<file path="src/rtl/fbep_pkg.sv">
package fbep_pkg;

  // Configuration register indexes
  localparam logic [3:0] CFG_DATA_PER_BLOCK = 4'd0;
  localparam logic [3:0] CFG_FEC_PER_BLOCK  = 4'd1;

  localparam logic [5:0] DATA_PER_BLOCK_RST = 6'd8;
  localparam logic [5:0] FEC_PER_BLOCK_RST  = 6'd4;

  // Result kinds
  typedef enum logic [2:0] {
    KIND_STORE   = 3'd0,
    KIND_IGNORE  = 3'd1,
    KIND_PAIR    = 3'd2,
    KIND_SUMMARY = 3'd3,
    KIND_RESTART = 3'd4
  } kind_e;

  // Controller states
  typedef enum logic [3:0] {
    ST_IDLE,
    ST_DIV,
    ST_SCAN,
    ST_DECIDE,
    ST_RST_OUT,
    ST_FL_RD,
    ST_CNT,
    ST_SUM,
    ST_PRIO,
    ST_FL_CLR,
    ST_ST_RD,
    ST_ST_OUT
  } state_e;

  // Controller to datapath
  typedef struct packed {
    logic accept;
    logic scan_step;
    logic decide;
    logic emit_restart;
    logic flush_rd;
    logic cnt_step;
    logic emit_summary;
    logic prio_step;
    logic flush_clr;
    logic store_rd;
    logic store_emit;
  } cmd_t;

  // Datapath to controller
  typedef struct packed {
    logic div_done;
    logic scan_last;
    logic do_restart;
    logic do_flush;
    logic cnt_done;
    logic prio_done;
    logic out_free;
  } sts_t;

endpackage

</file>
<file path="src/rtl/fbep_if.sv">
interface fbep_in_if;
  logic        valid;
  logic        ready;
  logic [31:0] pkt_seq;
  logic        crc_ok;

  modport source (output valid, output pkt_seq, output crc_ok, input ready);
  modport sink   (input valid, input pkt_seq, input crc_ok, output ready);
endinterface

interface fbep_out_if;
  logic        valid;
  logic        ready;
  logic [2:0]  kind;
  logic [3:0]  buffer_index;
  logic [5:0]  slot_index;
  logic [4:0]  data_index;
  logic [4:0]  fec_index;
  logic [5:0]  data_missing;
  logic [5:0]  data_corrupt;
  logic [5:0]  fec_missing;
  logic [5:0]  fec_corrupt;
  logic        failed;
  logic [31:0] deliver_mask;
  logic        last;

  modport source (output valid, output kind, output buffer_index, output slot_index,
                  output data_index, output fec_index, output data_missing,
                  output data_corrupt, output fec_missing, output fec_corrupt,
                  output failed, output deliver_mask, output last, input ready);
  modport sink   (input valid, input kind, input buffer_index, input slot_index,
                  input data_index, input fec_index, input data_missing,
                  input data_corrupt, input fec_missing, input fec_corrupt,
                  input failed, input deliver_mask, input last, output ready);
endinterface

</file>
<file path="src/rtl/fbep_div.sv">
module fbep_div (
  input  logic        clk_i,
  input  logic        rst_ni,
  input  logic        start_i,
  input  logic [31:0] dividend_i,
  input  logic [6:0]  divisor_i,
  output logic [31:0] quot_o,
  output logic [5:0]  rem_o,
  output logic        done_o
);

  logic [31:0] quo_q, quo_d;
  logic [5:0]  rem_q, rem_d;
  logic [6:0]  dvs_q;
  logic [4:0]  cnt_q, cnt_d;
  logic        busy_q, busy_d;
  logic        done_q, done_d;
  logic [6:0]  trial;
  logic        fit;

  // One quotient bit per cycle, restoring
  always_comb begin
    trial  = {rem_q, quo_q[31]};
    fit    = (trial >= dvs_q);
    quo_d  = quo_q;
    rem_d  = rem_q;
    cnt_d  = cnt_q;
    busy_d = busy_q;
    done_d = 1'b0;
    if (start_i) begin
      quo_d  = dividend_i;
      rem_d  = '0;
      cnt_d  = '0;
      busy_d = 1'b1;
    end else if (busy_q) begin
      quo_d = {quo_q[30:0], fit};
      rem_d = fit ? 6'(trial - dvs_q) : trial[5:0];
      cnt_d = 5'(cnt_q + 5'd1);
      if (cnt_q == 5'd31) begin
        busy_d = 1'b0;
        done_d = 1'b1;
      end
    end
  end

  always_ff @(posedge clk_i or negedge rst_ni) begin
    if (!rst_ni) begin
      busy_q <= 1'b0;
      done_q <= 1'b0;
      cnt_q  <= '0;
    end else begin
      busy_q <= busy_d;
      done_q <= done_d;
      cnt_q  <= cnt_d;
    end
  end

  always_ff @(posedge clk_i) begin
    quo_q <= quo_d;
    rem_q <= rem_d;
    if (start_i) dvs_q <= divisor_i;
  end

  assign quot_o = quo_q;
  assign rem_o  = rem_q;
  assign done_o = done_q;

endmodule

</file>
<file path="src/rtl/fbep_ctrl.sv">
module fbep_ctrl (
  input  logic          clk_i,
  input  logic          rst_ni,
  input  logic          in_valid_i,
  output logic          in_ready_o,
  input  fbep_pkg::sts_t sts_i,
  output fbep_pkg::cmd_t cmd_o
);
  import fbep_pkg::*;

  state_e state_q, state_d;

  // Next state
  always_comb begin
    state_d = state_q;
    case (state_q)
      ST_IDLE:    if (in_valid_i) state_d = ST_DIV;
      ST_DIV:     if (sts_i.div_done) state_d = ST_SCAN;
      ST_SCAN:    if (sts_i.scan_last) state_d = ST_DECIDE;
      ST_DECIDE: begin
        if (sts_i.do_restart) state_d = ST_RST_OUT;
        else if (sts_i.do_flush) state_d = ST_FL_RD;
        else state_d = ST_ST_RD;
      end
      ST_RST_OUT: if (sts_i.out_free) state_d = ST_ST_RD;
      ST_FL_RD:   state_d = ST_CNT;
      ST_CNT:     if (sts_i.cnt_done) state_d = ST_SUM;
      ST_SUM:     if (sts_i.out_free) state_d = ST_PRIO;
      ST_PRIO:    if (sts_i.prio_done) state_d = ST_FL_CLR;
      ST_FL_CLR:  state_d = ST_ST_RD;
      ST_ST_RD:   state_d = ST_ST_OUT;
      ST_ST_OUT:  if (sts_i.out_free) state_d = ST_IDLE;
      default:    state_d = ST_IDLE;
    endcase
  end

  // Command outputs
  always_comb begin
    cmd_o      = '0;
    in_ready_o = 1'b0;
    case (state_q)
      ST_IDLE: begin
        in_ready_o   = 1'b1;
        cmd_o.accept = in_valid_i;
      end
      ST_SCAN:    cmd_o.scan_step = 1'b1;
      ST_DECIDE:  cmd_o.decide = 1'b1;
      ST_RST_OUT: cmd_o.emit_restart = sts_i.out_free;
      ST_FL_RD:   cmd_o.flush_rd = 1'b1;
      ST_CNT:     cmd_o.cnt_step = !sts_i.cnt_done;
      ST_SUM:     cmd_o.emit_summary = sts_i.out_free;
      ST_PRIO:    cmd_o.prio_step = !sts_i.prio_done && sts_i.out_free;
      ST_FL_CLR:  cmd_o.flush_clr = 1'b1;
      ST_ST_RD:   cmd_o.store_rd = 1'b1;
      ST_ST_OUT:  cmd_o.store_emit = sts_i.out_free;
      default:    cmd_o = '0;
    endcase
  end

  always_ff @(posedge clk_i or negedge rst_ni) begin
    if (!rst_ni) state_q <= ST_IDLE;
    else state_q <= state_d;
  end

endmodule

</file>
<file path="src/rtl/fbep_dp.sv">
module fbep_dp #(
  parameter int BLOCK_BUFFERS  = 1,
  parameter int MAX_PER_KIND   = 32,
  parameter int RESTART_WINDOW = 128
) (
  input  logic           clk_i,
  input  logic           rst_ni,
  input  logic           cfg_we_i,
  input  logic [3:0]     cfg_idx_i,
  input  logic [5:0]     cfg_data_i,
  input  logic [31:0]    seq_i,
  input  logic           crc_i,
  input  fbep_pkg::cmd_t cmd_i,
  output fbep_pkg::sts_t sts_o,
  input  logic           out_ready_i,
  output logic           out_valid_o,
  output logic [2:0]     kind_o,
  output logic [3:0]     buffer_index_o,
  output logic [5:0]     slot_index_o,
  output logic [4:0]     data_index_o,
  output logic [4:0]     fec_index_o,
  output logic [5:0]     data_missing_o,
  output logic [5:0]     data_corrupt_o,
  output logic [5:0]     fec_missing_o,
  output logic [5:0]     fec_corrupt_o,
  output logic           failed_o,
  output logic [31:0]    deliver_mask_o,
  output logic           last_o
);
  import fbep_pkg::*;

  localparam int SLOTS = 2 * MAX_PER_KIND;
  localparam int SW    = $clog2(SLOTS);
  localparam int BIW   = (BLOCK_BUFFERS > 1) ? $clog2(BLOCK_BUFFERS) : 1;
  localparam int RW    = 2 * SLOTS;
  localparam logic [33:0] SPAN = 34'(RESTART_WINDOW * BLOCK_BUFFERS);
  localparam logic [BIW-1:0] LAST_BUF = BIW'(BLOCK_BUFFERS - 1);
  localparam logic [5:0] MPK = 6'(MAX_PER_KIND);

  function automatic logic [6:0] data_slot(input logic [5:0] i, input logic [5:0] f);
    data_slot = (i < f) ? {i, 1'b0} : 7'(f + i);
  endfunction

  function automatic logic [6:0] fec_slot(input logic [5:0] i, input logic [5:0] d);
    fec_slot = (i < d) ? {i, 1'b1} : 7'(d + i);
  endfunction

  // Configuration registers
  logic [5:0] cfg_d_q, cfg_f_q;
  always_ff @(posedge clk_i or negedge rst_ni) begin
    if (!rst_ni) begin
      cfg_d_q <= DATA_PER_BLOCK_RST;
      cfg_f_q <= FEC_PER_BLOCK_RST;
    end else if (cfg_we_i) begin
      if (cfg_idx_i == CFG_DATA_PER_BLOCK) cfg_d_q <= cfg_data_i;
      else if (cfg_idx_i == CFG_FEC_PER_BLOCK) cfg_f_q <= cfg_data_i;
    end
  end

  // Saturated counts, latched per transaction
  logic [5:0] d_sat, f_sat, d_q, f_q;
  logic       crc_q;
  assign d_sat = (cfg_d_q == 6'd0) ? 6'd1 : ((cfg_d_q > MPK) ? MPK : cfg_d_q);
  assign f_sat = (cfg_f_q > MPK) ? MPK : cfg_f_q;

  always_ff @(posedge clk_i) begin
    if (cmd_i.accept) begin
      d_q   <= d_sat;
      f_q   <= f_sat;
      crc_q <= crc_i;
    end
  end

  // Block number and slot
  logic [31:0] blk;
  logic [5:0]  slot;
  logic        div_done;
  fbep_div u_div (
    .clk_i      (clk_i),
    .rst_ni     (rst_ni),
    .start_i    (cmd_i.accept),
    .dividend_i (seq_i),
    .divisor_i  (7'(d_sat) + 7'(f_sat)),
    .quot_o     (blk),
    .rem_o      (slot),
    .done_o     (div_done)
  );

  // Buffer block numbers with occupancy bits
  logic [31:0]              blk_mem [BLOCK_BUFFERS];
  logic [BLOCK_BUFFERS-1:0] blk_live_q;
  logic signed [32:0]       newest_q;

  logic [BIW-1:0]     sidx_q, min_idx_q, found_idx_q;
  logic signed [32:0] minv_q, sval;
  logic               min_live_q, found_ok_q, slive;

  assign slive = blk_live_q[sidx_q];
  assign sval  = slive ? $signed({1'b0, blk_mem[sidx_q]}) : -33'sd1;

  // Sweep of the buffers: lowest block number and a match on this block
  always_ff @(posedge clk_i or negedge rst_ni) begin
    if (!rst_ni) begin
      sidx_q     <= '0;
      found_ok_q <= 1'b0;
    end else if (cmd_i.accept) begin
      sidx_q     <= '0;
      found_ok_q <= 1'b0;
    end else if (cmd_i.scan_step) begin
      sidx_q <= BIW'(sidx_q + 1'b1);
      if (!found_ok_q && slive && blk_mem[sidx_q] == blk) begin
        found_ok_q <= 1'b1;
      end
    end
  end

  always_ff @(posedge clk_i) begin
    if (cmd_i.scan_step) begin
      if (sidx_q == '0 || sval < minv_q) begin
        minv_q     <= sval;
        min_idx_q  <= sidx_q;
        min_live_q <= slive;
      end
      if (!found_ok_q && slive && blk_mem[sidx_q] == blk) found_idx_q <= sidx_q;
    end
  end

  // Eviction decision
  logic signed [33:0] blk_span;
  logic               newer, restart, evict;
  assign blk_span = $signed({2'b00, blk}) + $signed(SPAN);
  assign newer    = $signed({1'b0, blk}) > newest_q;
  assign restart  = blk_span < $signed({newest_q[32], newest_q});
  assign evict    = (newer || restart) && crc_q;

  logic [BIW-1:0] tgt_q, st_idx_q;
  logic           st_ok_q;
  always_ff @(posedge clk_i) begin
    if (cmd_i.decide) begin
      tgt_q    <= restart ? '0 : min_idx_q;
      st_ok_q  <= evict || found_ok_q;
      st_idx_q <= evict ? (restart ? '0 : min_idx_q) : found_idx_q;
      if (evict) blk_mem[restart ? '0 : min_idx_q] <= blk;
    end
  end

  always_ff @(posedge clk_i or negedge rst_ni) begin
    if (!rst_ni) begin
      blk_live_q <= '0;
      newest_q   <= -33'sd1;
    end else if (cmd_i.decide && evict) begin
      newest_q <= $signed({1'b0, blk});
      if (restart) begin
        blk_live_q <= BLOCK_BUFFERS'(1);
      end else begin
        blk_live_q[min_idx_q] <= 1'b1;
      end
    end
  end

  // Slot mark memory: one row per buffer, good marks over valid marks
  logic [RW-1:0]            row_mem [BLOCK_BUFFERS];
  logic [BLOCK_BUFFERS-1:0] row_live_q;
  logic [RW-1:0]            rd_q, row_w, row_new;
  logic                     rd_live_q;
  logic [SLOTS-1:0]         vld, gd;
  logic [BIW-1:0]           rd_addr;
  logic                     rd_en, wr_en;
  logic [SW-1:0]            slot_s;

  assign rd_en   = cmd_i.flush_rd || cmd_i.store_rd;
  assign rd_addr = cmd_i.flush_rd ? tgt_q : st_idx_q;
  assign row_w   = rd_live_q ? rd_q : '0;
  assign vld     = row_w[SLOTS-1:0];
  assign gd      = row_w[RW-1:SLOTS];
  assign slot_s  = slot[SW-1:0];
  assign wr_en   = cmd_i.store_emit && st_ok_q && !gd[slot_s];

  always_comb begin
    row_new = row_w;
    row_new[slot_s] = 1'b1;
    row_new[SLOTS + int'(slot_s)] = crc_q;
  end

  always_ff @(posedge clk_i) begin
    if (rd_en) rd_q <= row_mem[rd_addr];
    if (wr_en) row_mem[st_idx_q] <= row_new;
  end

  always_ff @(posedge clk_i or negedge rst_ni) begin
    if (!rst_ni) begin
      row_live_q <= '0;
      rd_live_q  <= 1'b0;
    end else begin
      if (rd_en) rd_live_q <= row_live_q[rd_addr];
      if (cmd_i.decide && evict && restart) row_live_q <= '0;
      else if (cmd_i.flush_clr) row_live_q[tgt_q] <= 1'b0;
      else if (wr_en) row_live_q[st_idx_q] <= 1'b1;
    end
  end

  // Counting pass over the flushed row, one packet per cycle
  logic [5:0]  ci_q;
  logic        cph_q;
  logic [5:0]  dm_q, dc_q, fm_q, fc_q;
  logic [31:0] vmask_q;
  logic [6:0]  cs_w;
  logic [SW-1:0] cs;
  logic        cnt_done;

  assign cs_w     = cph_q ? fec_slot(ci_q, d_q) : data_slot(ci_q, f_q);
  assign cs       = cs_w[SW-1:0];
  assign cnt_done = cph_q && (ci_q == f_q);

  always_ff @(posedge clk_i) begin
    if (cmd_i.flush_rd) begin
      ci_q    <= '0;
      cph_q   <= 1'b0;
      dm_q    <= '0;
      dc_q    <= '0;
      fm_q    <= '0;
      fc_q    <= '0;
      vmask_q <= '0;
    end else if (cmd_i.cnt_step) begin
      if (!cph_q) begin
        if (!vld[cs]) dm_q <= 6'(dm_q + 1'b1);
        else begin
          vmask_q[ci_q[4:0]] <= 1'b1;
          if (!gd[cs]) dc_q <= 6'(dc_q + 1'b1);
        end
        if (6'(ci_q + 1'b1) == d_q) begin
          cph_q <= 1'b1;
          ci_q  <= '0;
        end else begin
          ci_q <= 6'(ci_q + 1'b1);
        end
      end else begin
        if (!vld[cs]) fm_q <= 6'(fm_q + 1'b1);
        else if (!gd[cs]) fc_q <= 6'(fc_q + 1'b1);
        ci_q <= 6'(ci_q + 1'b1);
      end
    end
  end

  logic [6:0]  good_c;
  logic        failed;
  logic [31:0] full_mask;
  assign good_c    = 7'(f_q) - 7'(fm_q) - 7'(fc_q);
  assign failed    = (7'(dm_q) + 7'(dc_q)) > good_c;
  assign full_mask = ~(32'hFFFF_FFFF << d_q);

  // Repair pair selection, one decision per cycle while the result register is free
  logic [5:0]    di_q, fi_q;
  logic [6:0]    good_q, miss_q;
  logic [6:0]    ds_w, fs_w;
  logic [SW-1:0] ds, fs;
  logic          dv, dg, fv, fg, pair, prio_done;

  assign ds_w      = data_slot(di_q, f_q);
  assign fs_w      = fec_slot(fi_q, d_q);
  assign ds        = ds_w[SW-1:0];
  assign fs        = fs_w[SW-1:0];
  assign dv        = vld[ds];
  assign dg        = gd[ds];
  assign fv        = vld[fs];
  assign fg        = gd[fs];
  assign prio_done = !((di_q < d_q) && (fi_q < f_q));
  assign pair      = !(dv && dg) && !(dv && !dg && good_q <= miss_q) && fv
                     && !(!fg && miss_q > good_q);

  always_ff @(posedge clk_i) begin
    if (cmd_i.emit_summary) begin
      di_q   <= '0;
      fi_q   <= '0;
      good_q <= good_c;
      miss_q <= 7'(dm_q);
    end else if (cmd_i.prio_step) begin
      if (dv && dg) di_q <= 6'(di_q + 1'b1);
      else if (dv && !dg && good_q <= miss_q) di_q <= 6'(di_q + 1'b1);
      else if (!fv) fi_q <= 6'(fi_q + 1'b1);
      else if (!fg && miss_q > good_q) fi_q <= 6'(fi_q + 1'b1);
      else begin
        if (!dv) miss_q <= 7'(miss_q - 1'b1);
        if (fg) good_q <= 7'(good_q - 1'b1);
        di_q <= 6'(di_q + 1'b1);
        fi_q <= 6'(fi_q + 1'b1);
      end
    end
  end

  // Result register
  logic out_valid_q, out_free, load;
  logic [2:0]  kind_q;
  logic [3:0]  bidx_q;
  logic [5:0]  sidx_out_q;
  logic [4:0]  didx_q, fidx_q;
  logic [5:0]  odm_q, odc_q, ofm_q, ofc_q;
  logic        ofail_q, olast_q;
  logic [31:0] omask_q;

  assign out_free = !out_valid_q || out_ready_i;
  assign load     = cmd_i.emit_restart || cmd_i.emit_summary || cmd_i.store_emit
                    || (cmd_i.prio_step && pair);

  always_ff @(posedge clk_i or negedge rst_ni) begin
    if (!rst_ni) out_valid_q <= 1'b0;
    else if (load) out_valid_q <= 1'b1;
    else if (out_ready_i) out_valid_q <= 1'b0;
  end

  always_ff @(posedge clk_i) begin
    if (load) begin
      kind_q     <= KIND_IGNORE;
      bidx_q     <= '0;
      sidx_out_q <= '0;
      didx_q     <= '0;
      fidx_q     <= '0;
      odm_q      <= '0;
      odc_q      <= '0;
      ofm_q      <= '0;
      ofc_q      <= '0;
      ofail_q    <= 1'b0;
      omask_q    <= '0;
      olast_q    <= 1'b0;
      if (cmd_i.emit_restart) begin
        kind_q <= KIND_RESTART;
        bidx_q <= 4'(tgt_q);
      end else if (cmd_i.emit_summary) begin
        kind_q  <= KIND_SUMMARY;
        bidx_q  <= 4'(tgt_q);
        odm_q   <= dm_q;
        odc_q   <= dc_q;
        ofm_q   <= fm_q;
        ofc_q   <= fc_q;
        ofail_q <= failed;
        omask_q <= failed ? vmask_q : full_mask;
      end else if (cmd_i.prio_step) begin
        kind_q <= KIND_PAIR;
        bidx_q <= 4'(tgt_q);
        didx_q <= di_q[4:0];
        fidx_q <= fi_q[4:0];
      end else begin
        olast_q <= 1'b1;
        if (wr_en) begin
          kind_q     <= KIND_STORE;
          bidx_q     <= 4'(st_idx_q);
          sidx_out_q <= slot;
        end
      end
    end
  end

  assign out_valid_o    = out_valid_q;
  assign kind_o         = kind_q;
  assign buffer_index_o = bidx_q;
  assign slot_index_o   = sidx_out_q;
  assign data_index_o   = didx_q;
  assign fec_index_o    = fidx_q;
  assign data_missing_o = odm_q;
  assign data_corrupt_o = odc_q;
  assign fec_missing_o  = ofm_q;
  assign fec_corrupt_o  = ofc_q;
  assign failed_o       = ofail_q;
  assign deliver_mask_o = omask_q;
  assign last_o         = olast_q;

  // Status
  assign sts_o.div_done   = div_done;
  assign sts_o.scan_last  = (sidx_q == LAST_BUF);
  assign sts_o.do_restart = evict && restart;
  assign sts_o.do_flush   = evict && !restart && min_live_q;
  assign sts_o.cnt_done   = cnt_done;
  assign sts_o.prio_done  = prio_done;
  assign sts_o.out_free   = out_free;

endmodule

</file>
<file path="src/rtl/fec_block_erasure_planner_unit.sv">
// FEC block erasure planner.
// in_ch carries one received packet per transaction: sequence number and CRC
// flag. out_ch carries result transactions: for a flushed block a summary
// (counts, failed flag, delivery mask) and then its data/FEC repair pairs; on
// a restart one restart result; and always last a store or ignore result
// with last set. cfg_we_i/cfg_idx_i/cfg_data_i write data_per_block (index
// 0) and fec_per_block (index 1); the user is to write them while the block
// is idle, which the block itself does not enforce.
// A packet passes through the serial divider, a sweep of the buffer table and
// the decide and store steps; once the final result is loaded the next packet
// can be taken. A flush adds a row read, the counting pass, the summary, the
// repair selection steps and a clear.
// One packet at a time; in_ch.ready is high only between packets.
// Reset empties all buffers and the slot marks and restores the registers.
// When the receiver stalls, the pending result is held and the planner waits
// before producing the next one.
module fec_block_erasure_planner_unit #(
  parameter int BLOCK_BUFFERS  = 1,
  parameter int MAX_PER_KIND   = 32,
  parameter int RESTART_WINDOW = 128
) (
  input  logic        clk_i,
  input  logic        rst_ni,
  input  logic        cfg_we_i,
  input  logic [3:0]  cfg_idx_i,
  input  logic [5:0]  cfg_data_i,
  fbep_in_if.sink     in_ch,
  fbep_out_if.source  out_ch
);
  import fbep_pkg::*;

  cmd_t cmd;
  sts_t sts;

  fbep_ctrl u_ctrl (
    .clk_i      (clk_i),
    .rst_ni     (rst_ni),
    .in_valid_i (in_ch.valid),
    .in_ready_o (in_ch.ready),
    .sts_i      (sts),
    .cmd_o      (cmd)
  );

  fbep_dp #(
    .BLOCK_BUFFERS  (BLOCK_BUFFERS),
    .MAX_PER_KIND   (MAX_PER_KIND),
    .RESTART_WINDOW (RESTART_WINDOW)
  ) u_dp (
    .clk_i          (clk_i),
    .rst_ni         (rst_ni),
    .cfg_we_i       (cfg_we_i),
    .cfg_idx_i      (cfg_idx_i),
    .cfg_data_i     (cfg_data_i),
    .seq_i          (in_ch.pkt_seq),
    .crc_i          (in_ch.crc_ok),
    .cmd_i          (cmd),
    .sts_o          (sts),
    .out_ready_i    (out_ch.ready),
    .out_valid_o    (out_ch.valid),
    .kind_o         (out_ch.kind),
    .buffer_index_o (out_ch.buffer_index),
    .slot_index_o   (out_ch.slot_index),
    .data_index_o   (out_ch.data_index),
    .fec_index_o    (out_ch.fec_index),
    .data_missing_o (out_ch.data_missing),
    .data_corrupt_o (out_ch.data_corrupt),
    .fec_missing_o  (out_ch.fec_missing),
    .fec_corrupt_o  (out_ch.fec_corrupt),
    .failed_o       (out_ch.failed),
    .deliver_mask_o (out_ch.deliver_mask),
    .last_o         (out_ch.last)
  );

endmodule
</file>
<file path="src/flat_wrapper.sv">
// flat-port wrapper written by rule: the top's interface ports become plain ports
module fec_block_erasure_planner_unit_flat import fbep_pkg::*;
#(
  parameter int BLOCK_BUFFERS  = 1,
  parameter int MAX_PER_KIND   = 32,
  parameter int RESTART_WINDOW = 128
)
  (clk_i, rst_ni, cfg_we_i, cfg_idx_i, cfg_data_i, in_ch_valid, in_ch_pkt_seq, in_ch_crc_ok, in_ch_ready, out_ch_valid, out_ch_kind, out_ch_buffer_index, out_ch_slot_index, out_ch_data_index, out_ch_fec_index, out_ch_data_missing, out_ch_data_corrupt, out_ch_fec_missing, out_ch_fec_corrupt, out_ch_failed, out_ch_deliver_mask, out_ch_last, out_ch_ready);
  fbep_in_if in_ch_i ();
  fbep_out_if out_ch_i ();
  input  logic clk_i;
  input  logic rst_ni;
  input  logic cfg_we_i;
  input  logic [3:0] cfg_idx_i;
  input  logic [5:0] cfg_data_i;
  input wire logic [$bits(in_ch_i.valid)-1:0] in_ch_valid;
  input wire logic [$bits(in_ch_i.pkt_seq)-1:0] in_ch_pkt_seq;
  input wire logic [$bits(in_ch_i.crc_ok)-1:0] in_ch_crc_ok;
  output wire logic [$bits(in_ch_i.ready)-1:0] in_ch_ready;
  output wire logic [$bits(out_ch_i.valid)-1:0] out_ch_valid;
  output wire logic [$bits(out_ch_i.kind)-1:0] out_ch_kind;
  output wire logic [$bits(out_ch_i.buffer_index)-1:0] out_ch_buffer_index;
  output wire logic [$bits(out_ch_i.slot_index)-1:0] out_ch_slot_index;
  output wire logic [$bits(out_ch_i.data_index)-1:0] out_ch_data_index;
  output wire logic [$bits(out_ch_i.fec_index)-1:0] out_ch_fec_index;
  output wire logic [$bits(out_ch_i.data_missing)-1:0] out_ch_data_missing;
  output wire logic [$bits(out_ch_i.data_corrupt)-1:0] out_ch_data_corrupt;
  output wire logic [$bits(out_ch_i.fec_missing)-1:0] out_ch_fec_missing;
  output wire logic [$bits(out_ch_i.fec_corrupt)-1:0] out_ch_fec_corrupt;
  output wire logic [$bits(out_ch_i.failed)-1:0] out_ch_failed;
  output wire logic [$bits(out_ch_i.deliver_mask)-1:0] out_ch_deliver_mask;
  output wire logic [$bits(out_ch_i.last)-1:0] out_ch_last;
  input wire logic [$bits(out_ch_i.ready)-1:0] out_ch_ready;
  assign in_ch_i.valid = in_ch_valid;
  assign in_ch_i.pkt_seq = in_ch_pkt_seq;
  assign in_ch_i.crc_ok = in_ch_crc_ok;
  assign in_ch_ready = in_ch_i.ready;
  assign out_ch_valid = out_ch_i.valid;
  assign out_ch_kind = out_ch_i.kind;
  assign out_ch_buffer_index = out_ch_i.buffer_index;
  assign out_ch_slot_index = out_ch_i.slot_index;
  assign out_ch_data_index = out_ch_i.data_index;
  assign out_ch_fec_index = out_ch_i.fec_index;
  assign out_ch_data_missing = out_ch_i.data_missing;
  assign out_ch_data_corrupt = out_ch_i.data_corrupt;
  assign out_ch_fec_missing = out_ch_i.fec_missing;
  assign out_ch_fec_corrupt = out_ch_i.fec_corrupt;
  assign out_ch_failed = out_ch_i.failed;
  assign out_ch_deliver_mask = out_ch_i.deliver_mask;
  assign out_ch_last = out_ch_i.last;
  assign out_ch_i.ready = out_ch_ready;
  fec_block_erasure_planner_unit #(.BLOCK_BUFFERS(BLOCK_BUFFERS), .MAX_PER_KIND(MAX_PER_KIND), .RESTART_WINDOW(RESTART_WINDOW)) u_core (.clk_i(clk_i), .rst_ni(rst_ni), .cfg_we_i(cfg_we_i), .cfg_idx_i(cfg_idx_i), .cfg_data_i(cfg_data_i), .in_ch(in_ch_i), .out_ch(out_ch_i));
endmodule
</file>
<file path="config.mk">
export PLATFORM = sky130hd
export DESIGN_NAME = fec_block_erasure_planner_unit_flat
export DESIGN_NICKNAME = d
export VERILOG_FILES = /design/src/rtl/fbep_pkg.sv /design/src/rtl/fbep_if.sv /design/src/rtl/fbep_div.sv /design/src/rtl/fbep_ctrl.sv /design/src/rtl/fbep_dp.sv /design/src/rtl/fec_block_erasure_planner_unit.sv /design/src/flat_wrapper.sv
export SDC_FILE = /design/constraint.sdc
export NUM_CORES = 2
export LEC_CHECK = 0
export BUFFER_PORTS_ARGS = -buffer_cell sky130_fd_sc_hd__buf_4
export CAP_MARGIN = 40
export CORE_MARGIN = 10
export CORE_UTILIZATION = 45
export DETAILED_ROUTE_END_ITERATION = 10
export PLACE_DENSITY_LB_ADDON = 0.25
export REMOVE_ABC_BUFFERS = 1
export SYNTH_ARGS = -nofsm -noshare
export SYNTH_HDL_FRONTEND = slang
export SYNTH_SLANG_ARGS = --single-unit
</file>
<file path="constraint.sdc">
create_clock -name clk_i -period 11.6 [get_ports clk_i]
set_input_delay 2.9 -clock clk_i [delete_from_list [all_inputs] [get_ports clk_i]]
set_output_delay 2.9 -clock clk_i [all_outputs]
set_load 0.02 [all_outputs]
</file>
==> results.sh <==
export IMPL_grt_overflow=0
export IMPL_ir_drop_mv=0.163
export IMPL_grt_pass1_vias=25982
export IMPL_cts_sinks=614
export IMPL_holdPathEnd="u_core.u_dp.rd_q[51]$_DFFE_PP_"
export IMPL_slew_limit_headroom=0.374
export IMPL_synth_area_sq_um=35000
export IMPL_ios=131
export IMPL_yosys_top_cells_area="edfxtp_1 40%, ha_1 7.1%, nand2_1 4.7%"
export IMPL_p_int_mw=6.00
export IMPL_fin_crit_ps=6070
export IMPL_p_comb_frac=0.383
export IMPL_power_frac_seq=0.388
export IMPL_cap_violations=0
export IMPL_ys_ff_latch=614
export IMPL_p_per_area_nw_per_um2=250
export IMPL_outcome="complete, no violations"
export IMPL_setup_viol=0
export IMPL_htreeDepth=3
export IMPL_rows=102
export IMPL_tritoncts="built"
export IMPL_yosysWarningCount=0
export IMPL_hpwlAfterDp_um=75300
export IMPL_dp_slack_ps=5300
export IMPL_finClkSkew_ps=20.9
export IMPL_cts_resized=0
export IMPL_path_class="register to register"
export IMPL_worstSkewPairLatency_ps=620
export IMPL_min_path_cells=0
export IMPL_worst_pin_slew_ps=939
export IMPL_crit_chain="ha_1 > fa_1 > buf_4 > inv_1 > a21oi_1 > nor2_2 > buf_8 > a221oi_1 > a2111oi_0 > nor4_1 > a211o_1 > o311ai_2 > nand2b_1 > nand2_4 > buf_4"
export IMPL_numPortBuffers=127
export IMPL_critPathRequiredTime_ps=11840
export IMPL_dr_total_vias=26990
export IMPL_avgRoutedWirePerCell_um=23.2
export IMPL_hold_buffers=0
export IMPL_die_w_um=299
export IMPL_worstSetupEndpointType="register"
export IMPL_totalWireLength_um=106000
export IMPL_finalSetupTns_ps=0
export IMPL_synth_async_reset_ratio=0.101
export IMPL_timing_rr_start="u_core.u_dp.d_q[0]$_DFFE_PP_"
export IMPL_fin_crit_sh=0.523
export IMPL_power_switching_mw=3.89
export IMPL_yosysTopAreaCell="edfxtp_1"
export IMPL_cts_made_buffers=69
export IMPL_drt_iter0_markers=2732
export IMPL_holdWs_ps=407
export IMPL_ys_types=102
export IMPL_fmaxAchievable_ghz=0.165
export IMPL_cp_slowest_cell="buf_4"
export IMPL_grt_pass1_wl_um=162000
export IMPL_worst_r2r_path_depth=15
export IMPL_ys_seq_area_frac=0.496
export IMPL_initial_utilization=0.453
export IMPL_hp_start="u_core.u_dp.row_mem[0][51]$_DFFE_PP_"
export IMPL_grt_use_total=0.231
export IMPL_clockBufferDepth=3
export IMPL_worst_ep_arrival_time_ps=6310
export IMPL_cts_setup_buffers=0
export IMPL_syn_area_per_cell_sq_um=10.4
export IMPL_cp_start_kind="register"
export IMPL_firstDrtPassIters=5
export IMPL_nets=3715
export IMPL_clk_pin_slew_worst_paths_ps=60
export IMPL_layout_drive_gt1_share=0.133
export IMPL_syn_to_final_growth_pct=13.2
export IMPL_clockPowerShare=0.230
export IMPL_r2r_end="u_core.u_dp.deliver_mask_o[25]$_SDFFCE_PP0P_"
export IMPL_critPathMaxFanout=71
export IMPL_coreArea_sq_um=77200
export IMPL_path_delay_family="compound AO/OA/AOI/OAI gates"
export IMPL_viasPerCell=5.93
export IMPL_place_inst=4425
export IMPL_synth_top_area_frac=0.404
export IMPL_dieArea_sq_um=89200
export IMPL_switching_share=0.394
export IMPL_reg2reg_setup_slack_ps=5530
export IMPL_ant_nets=0
export IMPL_cts_root_buf="clkbuf_16"
export IMPL_synth_flop_cell="edfxtp_1"
export IMPL_place_congestion=0.950
export IMPL_final_cells=4552
export IMPL_antenna_found_initial=1
export IMPL_final_common_cell="edfxtp_1"
export IMPL_synth_edff_count=470
export IMPL_crit_buf_inv=4
export IMPL_p_leak_nw=16.0
export IMPL_hold_viol_final=0
export IMPL_diodes=0
export IMPL_maxSlewViolCount=0
export IMPL_utilization=0.512
export IMPL_critPathMaxStageDelay_ps=690
export IMPL_rsz0062_at_grt="no"
export IMPL_worstHoldPathType="register to register"
export IMPL_final_cell_mix="470 x edfxtp_1, 438 x nand2_1, 242 x nor2_1"
export IMPL_drc=0
export IMPL_grt_start_max_net_pins=82
export IMPL_crit_path_frequent_cell="buf_4"
export IMPL_worst_slack_ps=5530
export IMPL_syn_inst=3365
export IMPL_die_h_um=299
## stage by stage
step | cell area (sq um) | power, mW
global route | 39600 | 10.5
finish | 39600 | 9.89
global placement | 37000 | 7.51
floorplan | 34200 | 6.23
CTS | 39600 | 9.91
detailed placement | 37200 | 7.60
## how the worst max path moves through the flow
stage | slack (ps) | start | cells after the start | to
after floorplan | 970 | u_core.u_ctrl.state_q[2]$_DFFE_PN0P_ | 3 | u_core.u_dp.rd_live_q$_DFFE_PN0P_
after detailed placement | 5300 | u_core.u_dp.d_q[1]$_DFFE_PP_ | 14 | u_core.u_dp.deliver_mask_o[16]$_SDFFCE_PP0P_
final | 5530 | u_core.u_dp.d_q[0]$_DFFE_PP_ | 15 | u_core.u_dp.deliver_mask_o[25]$_SDFFCE_PP0P_
after global placement | 5450 | u_core.u_dp.d_q[1]$_DFFE_PP_ | 14 | u_core.u_dp.buffer_index_o[0]$_DFFE_PP_
after CTS | 5270 | u_core.u_dp.d_q[1]$_DFFE_PP_ | 14 | u_core.u_dp.deliver_mask_o[31]$_SDFFCE_PP0P_
after global routing | 5190 | u_core.u_dp.d_q[1]$_DFFE_PP_ | 14 | u_core.u_dp.deliver_mask_o[30]$_SDFFCE_PP0P_
## worst reg2reg max path: cells and delay by family, from the launching register on
family,cells,cell delay [ps]
adders and majority gates,2,820
and+or+nand+nor,4,1200
buffers and inverters,4,1430
AOI/OAI and AO/OA,5,1540
DFF,1,590
## cell type report
type / count / area [sq um]
Tap cell: 1040 / 1300
Fill cell: 6894 / 37600
Timing Repair Buffer: 202 / 1630
Clock inverter: 35 / 430
Multi-Input combinational cell: 2408 / 16300
Inverter: 162 / 608
Clock buffer: 91 / 1910
Sequential cell: 614 / 17400
## Yosys cell counts (62+ instances only)
library cell and instances:
edfxtp_1 470, nand2_1 439, nor2_1 243, ha_1 197, inv_1 160, o21ai_0 146, nand3_1 134, clkbuf_1 133
mux2i_1 114, a21oi_1 104, a21o_1 82, dfxtp_1 82, xnor2_1 72, mux2_2 64, nand2b_1 62
## layer usage
metal | share of wire | routed length, um | vias up | global-route usage
li1 | - | - | 12505 | -
met1 | 0.44 | 46300 | 13130 | 0.320
met2 | 0.45 | 47400 | 1113 | 0.361
met3 | 0.074 | 7860 | 242 | 0.0394
met4 | 0.038 | 4010 | 0 | 0.0847
met5 | 0 | 0 | - | 0
## registers in the layout (all words and copies together) (netlist names), 32 cells and up
register / flops
u_core.u_dp.row_mem: 128
u_core.u_dp.vmask_q: 32
u_core.u_dp.deliver_mask_o: 32
u_core.u_dp.blk_mem: 32
u_core.u_dp.rd_q: 128
u_core.u_dp.u_div.quot_o: 32
u_core.u_dp.minv_q: 33
u_core.u_dp.newest_q: 33
## kinds of logic after synthesis
group | synth area share
mux | 0.0568
xor+xnor | 0.0303
flops | 0.496
simple gates | 0.163
other cells | 0.000107
buf+inv | 0.0403
compound gates | 0.136
fa+ha+maj | 0.0779
## power groups by stage
stage | Combinational [mW] | Clock [mW] | Sequential, mW
global placement | 3.66 | 0 | 3.86
CTS | 3.78 | 2.32 | 3.82
global route | 4.19 | 2.40 | 3.90
floorplan | 2.44 | 0 | 3.79
finish | 3.78 | 2.27 | 3.83
detailed placement | 3.75 | 0 | 3.85
Note: power is estimated with default switching activity, not from simulation.
